===== src/hw/rtl/ccc_pkg.sv =====
// Package for the transport stream continuity counter checker.
// Holds table sizing, header constants and the entry and write request types.
// No dependencies.
package ccc_pkg;

    localparam int NUM_IDS = 8192;
    localparam int IDX_W   = (NUM_IDS > 1) ? $clog2(NUM_IDS) : 1;
    localparam int PID_W   = 13;
    localparam int CNT_W   = 4;
    localparam int HDR_W   = 32;

    localparam logic [7:0]       SYNC_BYTE = 8'h47;
    localparam logic [PID_W-1:0] NULL_ID   = 13'h1FFF;

    typedef struct packed {
        logic             seen;
        logic [CNT_W-1:0] count;
    } entry_t;

    typedef struct packed {
        logic             en;
        logic [IDX_W-1:0] idx;
        entry_t           data;
    } wr_t;

    function automatic logic [PID_W-1:0] hdr_pid(input logic [HDR_W-1:0] hdr);
        return hdr[20:8];
    endfunction

    function automatic logic [IDX_W-1:0] hdr_idx(input logic [HDR_W-1:0] hdr);
        logic [PID_W-1:0] pid;
        pid = hdr[20:8];
        return pid[IDX_W-1:0];
    endfunction

endpackage


===== src/hw/rtl/ccc_check.sv =====
// Check stage and output register: compares the received counter with the
// table entry, issues the table update and holds the result for the consumer.
// Depends on ccc_pkg.
module ccc_check
(
    input  logic                       clk,
    input  logic                       rst_n,
    input  logic                       in_valid,
    output logic                       in_ready,
    input  logic [ccc_pkg::HDR_W-1:0]  header_word,
    input  logic                       clearing,
    output logic                       rd_en,
    output logic [ccc_pkg::IDX_W-1:0]  rd_idx,
    input  ccc_pkg::entry_t            rd_data,
    output ccc_pkg::wr_t               wr,
    output logic                       out_valid,
    input  logic                       out_ready,
    output logic                       keep,
    output logic                       sync_error,
    output logic                       cc_error,
    output logic [ccc_pkg::PID_W-1:0]  packet_id,
    output logic [ccc_pkg::CNT_W-1:0]  expected_count,
    output logic [ccc_pkg::CNT_W-1:0]  received_count
);

    logic                       s1_valid_reg;
    logic                       s1_valid_next;
    logic [ccc_pkg::HDR_W-1:0]  s1_hdr_reg;

    logic                       out_valid_reg;
    logic                       out_valid_next;
    logic                       keep_reg;
    logic                       sync_error_reg;
    logic                       cc_error_reg;
    logic [ccc_pkg::PID_W-1:0]  packet_id_reg;
    logic [ccc_pkg::CNT_W-1:0]  expected_count_reg;
    logic [ccc_pkg::CNT_W-1:0]  received_count_reg;

    logic                       s1_go;
    logic                       in_fire;
    logic [ccc_pkg::PID_W-1:0]  pid;
    logic [ccc_pkg::CNT_W-1:0]  rx;
    logic                       is_null;
    logic                       tracked;
    logic [ccc_pkg::CNT_W-1:0]  expect_cnt;
    logic                       cc_err;

    assign s1_go    = s1_valid_reg && (!out_valid_reg || out_ready);
    assign in_ready = !clearing && (!s1_valid_reg || s1_go);
    assign in_fire  = in_valid && in_ready;
    assign rd_en    = in_fire;
    assign rd_idx   = ccc_pkg::hdr_idx(header_word);

    always_comb
    begin
        pid     = ccc_pkg::hdr_pid(s1_hdr_reg);
        rx      = s1_hdr_reg[ccc_pkg::CNT_W-1:0];
        is_null = (pid == ccc_pkg::NULL_ID);
        tracked = !is_null &&
                  ({1'b0, pid} < (ccc_pkg::PID_W + 1)'(ccc_pkg::NUM_IDS));
        if (tracked && rd_data.seen)
        begin
            expect_cnt = rd_data.count + 1'b1;
            cc_err     = (expect_cnt != rx);
        end
        else
        begin
            expect_cnt = '0;
            cc_err     = 1'b0;
        end
        wr.en         = s1_go && tracked;
        wr.idx        = pid[ccc_pkg::IDX_W-1:0];
        wr.data.seen  = 1'b1;
        wr.data.count = rx;
    end

    always_comb
    begin
        s1_valid_next = s1_valid_reg;
        if (in_fire)
        begin
            s1_valid_next = 1'b1;
        end
        else if (s1_go)
        begin
            s1_valid_next = 1'b0;
        end

        out_valid_next = out_valid_reg;
        if (s1_go)
        begin
            out_valid_next = 1'b1;
        end
        else if (out_ready)
        begin
            out_valid_next = 1'b0;
        end
    end

    always_ff @(posedge clk or negedge rst_n)
    begin
        if (!rst_n)
        begin
            s1_valid_reg  <= 1'b0;
            out_valid_reg <= 1'b0;
        end
        else
        begin
            s1_valid_reg  <= s1_valid_next;
            out_valid_reg <= out_valid_next;
        end
    end

    always_ff @(posedge clk)
    begin
        if (in_fire)
        begin
            s1_hdr_reg <= header_word;
        end
        if (s1_go)
        begin
            keep_reg           <= !is_null;
            sync_error_reg     <= (s1_hdr_reg[31:24] != ccc_pkg::SYNC_BYTE);
            cc_error_reg       <= cc_err;
            packet_id_reg      <= pid;
            expected_count_reg <= expect_cnt;
            received_count_reg <= rx;
        end
    end

    assign out_valid      = out_valid_reg;
    assign keep           = keep_reg;
    assign sync_error     = sync_error_reg;
    assign cc_error       = cc_error_reg;
    assign packet_id      = packet_id_reg;
    assign expected_count = expected_count_reg;
    assign received_count = received_count_reg;

endmodule


===== config.mk =====
export PLATFORM = sky130hd
export DESIGN_NAME = ccc_check
export DESIGN_NICKNAME = d
export VERILOG_FILES = /design/src/hw/rtl/ccc_pkg.sv /design/src/hw/rtl/ccc_check.sv
export SDC_FILE = /design/constraint.sdc
export NUM_CORES = 1
export LEC_CHECK = 0
export BUFFER_PORTS_ARGS = -buffer_cell sky130_fd_sc_hd__buf_2
export CAP_MARGIN = 20
export CORE_UTILIZATION = 40
export DETAILED_ROUTE_END_ITERATION = 10
export PLACE_DENSITY = 0.72
export SKIP_LAST_GASP = 1
export SYNTH_ARGS = -nofsm -noshare
export SYNTH_HDL_FRONTEND = slang
export SYNTH_SLANG_ARGS = --single-unit

===== constraint.sdc =====
create_clock -name clk -period 2.33 [get_ports clk]
set_input_delay 0.3495 -clock clk [delete_from_list [all_inputs] [get_ports clk]]
set_output_delay 0.3495 -clock clk [all_outputs]
set_load 0.03 [all_outputs]

==> impl_metrics.tcl, run 1 <==
set metrics [dict create \
    cts_resized 0 \
    nFillCells 433 \
    place_inst 244 \
    drt_wl_total_mm 3.22 \
    synth_top_cell_by_area "edfxtp_1" \
    reg2reg_from "s1_hdr_reg[9]" \
    cts_made_buffers 5 \
    clock-sinks 51 \
    path_class "reg2out" \
    critPathArrivalTime_ns 1.70 \
    post_cts_buffers 0 \
    r2r-end "cc_error" \
    cp_max_fo 3 \
    crit_start "s1_hdr_reg[9]" \
    final_nets 228 \
    fin_skew_ns 0.00874 \
    io_pins 101 \
    clk_path_buf_depth 2 \
    track_usage 0.127 \
    via_per_inst 4.40 \
    critPathMaxStageDelay_ns 0.53 \
    reg2regPathDepth 3 \
    period_minus_slack_ns 2.05 \
    maxCapViolations 0 \
    total_leakage_power_nw 0.992 \
    synthFlopType "edfxtp_1" \
    antenna_found_initial 0 \
    numPortBuffers 92 \
    clock_latency_ns 0.29 \
    vias 1110 \
    maxSlewHeadroom 0.462 \
    grt_pass1_wl_mm 4.84 \
    vdd_drop_max_mv 0.331 \
    cts_root_buffer "clkbuf_8" \
    cts_tree "done" \
    ant_nets 0 \
    holdBufCountCts 1 \
    drv_slew 0 \
    ys_seq_area_frac 0.767 \
    rsz0062_at_grt "false" \
    r2r_slack_ns 0.64 \
    power_density_nw_per_um2 747 \
    synth_warnings 0 \
    timing.final.crit_share 0.881 \
    synthesis.nets 156 \
    synthesis.area_um2 1980 \
    critical_path.slowest_cell "or4_4" \
    grt_overflow 0 \
    synth_edf_count 49 \
    maxClockFrequency_ghz 0.487 \
    synth.distinct_cells 23 \
    die_h_um 72.4 \
    rows 25 \
    hold_class "in2reg" \
    drc 0 \
    hold_path_end "s1_hdr_reg[28]" \
    worst_pin_slew_ns 0.797 \
    htreeDepth 2 \
    status "finished clean" \
    dieArea_um2 5250 \
    yosys.area.top_type_share 0.741 \
    fp.coreArea_um2 4750 \
    grt_max_degree 25 \
    netlist_instances 113 \
    tns_ns 0 \
    setup_viol 0 \
    largest_reg_flops 25 \
    synth_most_common_cell "edfxtp_1" \
    layout-drive-gt1-share 0.562 \
    synth.avg_cell_area_um2 17.6 \
    drt-pass1-iter-count 4 \
    grt_pass1_vias 1030 \
    syn_to_final_growth_pct 21.3 \
    holdPathStages 1 \
    antenna_cells 0 \
    final-seq-area_um2 1520 \
    critPathRequiredTime_ns 1.98 \
    initialDrtViolationCount 36 \
    yosys-top-cells-area "edfxtp_1 74%, buf_4 12%, dfrtp_1 2.5%, xnor2_1 1.3%, xnor3_1 1.1%" \
    gp_congestion 0.728 \
    async_flop_share 0.0392 \
    critPathLaunchType "flip-flop" \
    avgRoutedWirePerCell_um 12.8 \
    clkTransAtPathRegs_ns 0.09 \
    dp_hpwl_mm 2.49 \
    die_x_um 72.4 \
    multi_input_area_um2 231 \
    cp_cell_sequence "nand4_1 > or4_4 > and2_2 > buf_2" \
    cp-end-kind "primary output" \
    final_cells 252 \
    hold_violations 0 \
    synth_seq_cells 51 \
    worstHoldStart "header_word[28]" \
    initial_utilization 0.417 \
    synthTopCellsByCount "49 x edfxtp_1, 31 x buf_4, 3 x nand4_1, 3 x nor2_1, 3 x xnor2_1" \
]
cell type report:
type / instances / area share
flip-flops and latches: 51 / 0.632
repair buffers: 96 / 0.205
multi-input cells: 31 / 0.0962
well taps: 67 / 0.0348
clock buffers: 5 / 0.0286
clock inverters: 2 / 0.00364
stage by stage:
stage	worst slack (ns)	hold slack (ns)	util	area [um2]	power (mW)
after detailed placement	0.590	0.136	0.488	2320	1.37
after global placement	0.605	0.136	0.488	2320	1.36
after CTS	0.258	0.219	0.506	2410	1.82
after floorplan	0.0712	0.0539	-	1990	1.30
final	0.278	0.232	0.506	2410	1.80
after global routing	0.195	0.215	0.506	2410	1.87
worst max path at each step:
stage | slack, ns | end | cells after the start
floorplan | 0.07 | s1_hdr_reg[0] | 3
global placement | 0.61 | wr[18] | 4
detailed placement | 0.59 | wr[18] | 4
CTS | 0.26 | wr[18] | 4
global route | 0.19 | wr[18] | 4
finish | 0.28 | wr[18] | 4
critical path, delay by kind of cell, from the launching register on:
kind	cells	cell delay, ns
flops	1	0.38
simple gates	3	0.85
buf+inv	1	0.17
kinds of logic (layout without fill, tap and decap cells):
kind of cell             Yosys count  in the layout  synth area share
other                              1              1           0.00189
AND/OR/NAND/NOR                   19             19            0.0586
flip-flops                        51             51             0.767
XOR/XNOR                           6              6            0.0334
buffers and inverters             31            103             0.117
adder cells (fa/ha/maj)            1              1           0.00630
AO/OA/AOI/OAI                      4              4            0.0158
routing by layer:
| metal | track usage | wire length (um) | part of all wire | vias up |
|---|---|---|---|---|
| met5 | 0 | 0 | 0 | - |
| met4 | 0.0479 | 44 | 0.014 | 0 |
| met3 | 0.0458 | 258 | 0.080 | 6 |
| met2 | 0.216 | 1650 | 0.51 | 61 |
| met1 | 0.146 | 1270 | 0.39 | 519 |
| li1 | - | - | - | 524 |
cell usage in the layout, fill, tap and decap left out:
master,n
dfrtp_1,2
nand4_1,3
xnor2_1,3
edfxtp_1,49
clkbuf_8,5
buf_4,3
a41oi_1,1
clkinv_1,1
a22o_1,1
buf_2,92
ha_1,1
nand2b_1,2
xor2_1,2
clkinv_2,1
nand3_1,1
nand2_1,1
and2_2,2
dlygate4sd3_1,1
or4_4,1
nor2_1,3
o41ai_1,1
conb_1,1
a21oi_1,1
nor4b_1,1
xnor3_1,1
nor2b_1,2
and2_1,1
and3_1,2
report_power, final:
part | internal [mW] | switching [mW]
registers | 1.06 | 0.0198
clock network | 0.200 | 0.253
logic | 0.0810 | 0.181
Note: power is estimated with default switching activity, not from simulation.
==> run 2, diff against run 1 <==
PLACE_DENSITY = 0.78   (was 0.72)
SLEW_MARGIN = 20   (was default)
clock period = 2.2 ns   (was 2.33 ns; I/O delays follow)
==> impl_metrics.tcl, run 2 (synthesis results as in run 1) <==
set metrics [dict create \
    cts_resized 0 \
    die_h_um 72.4 \
    total_leakage_power_nw 0.992 \
    dp_hpwl_mm 2.41 \
    power_density_nw_per_um2 793 \
    die_x_um 72.4 \
    grt_pass1_wl_mm 4.49 \
    track_usage 0.123 \
    clock_latency_ns 0.29 \
    crit_start "s1_hdr_reg[20]" \
    place_inst 244 \
    drv_slew 0 \
    gp_congestion 0.669 \
    antenna_cells 0 \
    status "finished clean" \
    grt_overflow 0 \
    cp_max_fo 3 \
    path_class "reg2out" \
    hold_class "in2reg" \
    initial_utilization 0.417 \
    cp-end-kind "primary output" \
    reg2regPathDepth 4 \
    drt_wl_total_mm 3.17 \
    syn_to_final_growth_pct 21.5 \
    r2r_slack_ns 0.61 \
    final_cells 253 \
    drt-pass1-iter-count 3 \
    cts_tree "done" \
    nFillCells 448 \
    clk_path_buf_depth 2 \
    tns_ns 0 \
    grt_pass1_vias 1001 \
    fin_skew_ns 0.00631 \
    drc 0 \
    initialDrtViolationCount 29 \
    layout-drive-gt1-share 0.554 \
    critPathRequiredTime_ns 1.87 \
    antenna_found_initial 0 \
    clock-sinks 51 \
    timing.final.crit_share 0.947 \
    critPathLaunchType "flip-flop" \
    final_nets 228 \
    htreeDepth 2 \
    fp.coreArea_um2 4750 \
    avgRoutedWirePerCell_um 12.5 \
    largest_reg_flops 25 \
    rsz0062_at_grt "false" \
    via_per_inst 4.35 \
    maxClockFrequency_ghz 0.480 \
    numPortBuffers 92 \
    reg2reg_from "out_valid" \
    r2r-end "s1_hdr_reg[14]" \
    cts_root_buffer "clkbuf_8" \
    endpoint "wr[18]" \
    final_cell_mix "92 x buf_2, 49 x edfxtp_1, 5 x clkbuf_8" \
    vias 1101 \
    vdd_drop_max_mv 0.495 \
    grt_max_degree 25 \
    hold_violations 0 \
    cts_made_buffers 5 \
    maxCapViolations 0 \
    setup_viol 0 \
    layout_commonest_cell "buf_2" \
    dieArea_um2 5250 \
    rows 25 \
    period_minus_slack_ns 2.08 \
    io_pins 101 \
    critPathArrivalTime_ns 1.75 \
    ant_nets 0 \
    clkTransAtPathRegs_ns 0.08 \
]
run 2: changes by cell type in the layout (fill, tap and decap cells not counted):
cell and change:
and2_2 -1, and2_4 +1, clkinv_1 +1, clkbuf_1 +1
clkinv_2 -1
run 2: final cells by class:
class | count | area (um2) | area share
Sequential cell | 51 | 1520 | 0.631
Timing Repair Buffer | 96 | 493 | 0.204
Multi-Input combinational cell | 31 | 233 | 0.0965
Tap cell | 67 | 83.8 | 0.0348
Clock buffer | 6 | 72.6 | 0.0301
Clock inverter | 2 | 7.51 | 0.00311
run 2: power breakdown:
part	switching (mW)	internal (mW)
combinational	0.192	0.0865
sequential	0.0198	1.13
clock	0.271	0.217
total	0.483	1.43
run 2: metrics by stage:
step	hold WS [ns]	area (um2)	utilization	power, mW	setup slack, ns
6_report	0.208	2410	0.507	1.91	0.116
3_5_place_dp	0.117	2320	0.488	1.45	0.442
3_3_place_gp	0.117	2320	0.488	1.44	0.483
5_1_grt	0.188	2410	0.507	1.99	0.0529
4_1_cts	0.196	2410	0.507	1.93	0.105
2_1_floorplan	0.0344	1990	-	1.38	0.127
run 2: critical path, cell delays in order, from the launching register on:
cell and delay, ns:
edfxtp_1 0.38, nand4_1 0.19, or4_4 0.54, and2_2 0.19
buf_2 0.17
run 2: worst min-delay path by stage:
stage	startpoint	endpoint	slack, ns	depth (start not counted)
floorplan	rst_n	out_valid	0.03	0
global placement	rst_n	s1_valid_reg	0.12	1
detailed placement	rst_n	s1_valid_reg	0.12	1
CTS	header_word[2]	s1_hdr_reg[2]	0.20	1
global route	header_word[2]	s1_hdr_reg[2]	0.19	1
finish	header_word[2]	s1_hdr_reg[2]	0.21	1
run 2: metal layers:
layer / part of all wire / global-route usage / wire (um)
met3: 0.090 / 0.0597 / 286
met5: 0 / 0 / 0
met4: 0.018 / 0.0675 / 57
met1: 0.37 / 0.126 / 1160
met2: 0.52 / 0.205 / 1660
run 2: timing repair:
item	in CTS	in global routing
setup endpoints to repair	0	0
buffers inserted	0	0
hold endpoints to repair	2	0
hold buffers	1	0
==> run 3, diff against run 2 <==
ABC_AREA = 1   (was default)
CTS_BUF_LIST = sky130_fd_sc_hd__clkbuf_4 sky130_fd_sc_hd__clkbuf_8   (was default)
GPL_TIMING_DRIVEN = 0   (was default)
PLACE_DENSITY = 0.77   (was 0.78)
==> impl_metrics.tcl, run 3 <==
set metrics [dict create \
    r2r-end "s1_hdr_reg[17]" \
    initialDrtViolationCount 30 \
    grt_overflow 0 \
    drc 0 \
    period_minus_slack_ns 1.88 \
    die_h_um 73.4 \
    cts_tree "done" \
    holdPathStages 1 \
    cts_made_buffers 5 \
    power_density_nw_per_um2 753 \
    rows 25 \
    dieArea_um2 5380 \
    timing.final.crit_share 0.856 \
    reg2reg_from "out_valid" \
    maxSlewHeadroom 0.391 \
    synth_seq_cells 51 \
    hold_path_end "s1_hdr_reg[27]" \
    cp_max_fo 5 \
    dp_hpwl_mm 2.39 \
    async_flop_share 0.0392 \
    clock-sinks 51 \
    fin_area_um2 2740 \
    critical_path.slowest_cell "dfrtp_1" \
    status "finished clean" \
    cts_root_buffer "clkbuf_8" \
    initial_utilization 0.423 \
    fin_skew_ns 0.0105 \
    critPathRequiredTime_ns 1.87 \
    ys_seq_area_frac 0.746 \
    avgRoutedWirePerCell_um 10.6 \
    setup_viol 0 \
    critPathArrivalTime_ns 1.55 \
    worstHoldStart "header_word[27]" \
    clkTransAtPathRegs_ns 0.09 \
    grt_max_degree 25 \
    layout-drive-gt1-share 0.550 \
    path_class "reg2out" \
    io_pins 101 \
    vdd_drop_max_mv 0.384 \
    track_usage 0.124 \
    vias 1338 \
    synth_edf_count 49 \
    ant_nets 0 \
    synth_warnings 0 \
    clk_path_buf_depth 2 \
    worst_pin_slew_ns 0.912 \
    total_leakage_power_nw 1.26 \
    rsz0062_at_grt "false" \
    yosys-top-cells-area "edfxtp_1 72%, buf_4 11%, nand2_1 3.5%, inv_1 2.6%, dfrtp_1 2.5%" \
    gp_congestion 0.759 \
    netlist_instances 145 \
    synthTopCellsByCount "49 x edfxtp_1, 31 x buf_4, 19 x nand2_1" \
    antenna_found_initial 0 \
    final_cell_mix "92 x buf_2, 49 x edfxtp_1, 35 x buf_4" \
    via_per_inst 4.21 \
    synth.distinct_cells 16 \
    reg2regPathDepth 4 \
    numPortBuffers 92 \
    synthFlopType "edfxtp_1" \
    htreeDepth 2 \
    hold_class "in2reg" \
    cp_cell_sequence "nand2_1 > nor2_1 > or2_1 > nor2_4 > buf_2" \
    maxCapViolations 0 \
    synth_most_common_cell "edfxtp_1" \
    critPathLaunchType "flip-flop" \
    layout_commonest_cell "buf_2" \
    drv_slew 0 \
    r2r_slack_ns 0.47 \
    final_util 0.570 \
    maxClockFrequency_ghz 0.531 \
    place_area_um2 2590 \
    clock_latency_ns 0.29 \
    hold_violations 0 \
    synthesis.nets 188 \
    drt-pass1-iter-count 4 \
    cp-end-kind "primary output" \
    synth_top_cell_by_area "edfxtp_1" \
    die_x_um 73.4 \
    synthesis.area_um2 2040 \
    yosys.area.top_type_share 0.722 \
    syn_to_final_growth_pct 34.6 \
    largest_reg_flops 25 \
    drt_wl_total_mm 3.36 \
    grt_pass1_wl_mm 4.74 \
    grt_pass1_vias 1125 \
    synth.avg_cell_area_um2 14.1 \
    fp.coreArea_um2 4820 \
    final_nets 293 \
    critPathMaxStageDelay_ns 0.39 \
    antenna_cells 0 \
]
-- run 3: layer usage --
metal | vias up | wire [um] | global-route usage
met1 | 600 | 1350 | 0.125
met5 | - | 0 | 0
met2 | 60 | 1740 | 0.230
li1 | 673 | - | -
met4 | 0 | 47 | 0.0641
met3 | 5 | 216 | 0.0370
-- run 3: kinds of logic (layout without fill, tap and decap cells) --
group,Yosys count,after routing,synth area share
DFF,51,51,0.746
buffers and inverters,46,151,0.142
and+or+nand+nor,42,43,0.0933
AOI/OAI and AO/OA,4,4,0.0104
adders and majority gates,1,1,0.00614
other,1,1,0.00184
-- run 3: worst max path at each step --
stage	endpoint	cells past startpoint	slack, ns	start
2_1_floorplan	s1_hdr_reg[0]	4	0.01	out_valid
3_3_place_gp	rd_en	7	-0.25	out_ready
3_5_place_dp	rd_en	7	0.13	out_ready
4_1_cts	rd_en	5	0.03	out_valid
5_1_grt	rd_en	5	0.23	out_valid
6_report	rd_en	5	0.32	out_valid
-- run 3: report_power, final --
part	switching, mW	leakage, nW	total, mW	internal (mW)
Sequential	0.0185	0.477	1.14	1.12
Combinational	0.204	0.722	0.314	0.110
Clock	0.277	0.0556	0.610	0.333
Total	0.500	1.25	2.07	1.57
-- run 3: final cells by class --
cell class | instances | area [um2]
Buffer | 31 | 233
Tap cell | 67 | 83.8
Sequential cell | 51 | 1520
Clock inverter | 3 | 38.8
Fill cell | 424 | 2070
Inverter | 15 | 56.3
Multi-Input combinational cell | 49 | 241
Clock buffer | 5 | 68.8
Timing Repair Buffer | 97 | 500
-- run 3: repair_timing --
| action | 4_1_cts | 5_1_grt |
|---|---|---|
| pin swaps | 1 | 1 |
| buffers inserted | 0 | 4 |
| gates cloned | 1 | 0 |
| hold buffers | 1 | 0 |
| endpoints found under the setup margin | 1 | 1 |
| resized for setup | 0 | 0 |
| endpoints found under the hold margin | 2 | 0 |
-- run 3: through the flow --
stage / instances / TNS, ns / setup slack, ns / total power [mW] / hold slack (ns)
global placement: 304 / -0.245 / -0.245 / 1.46 / 0.116
floorplan: 145 / 0 / 0.0101 / 1.37 / 0.0344
CTS: 314 / 0 / 0.0326 / 2.09 / 0.193
finish: 318 / 0 / 0.317 / 2.07 / 0.202
detailed placement: 304 / 0 / 0.125 / 1.47 / 0.120
global route: 318 / 0 / 0.233 / 2.14 / 0.190
-- run 3: worst max-delay path: cells and delay by family (launching register included) --
family	cells	cell delay, ns
flops	1	0.39
simple gates	4	0.65
buf+inv	1	0.23
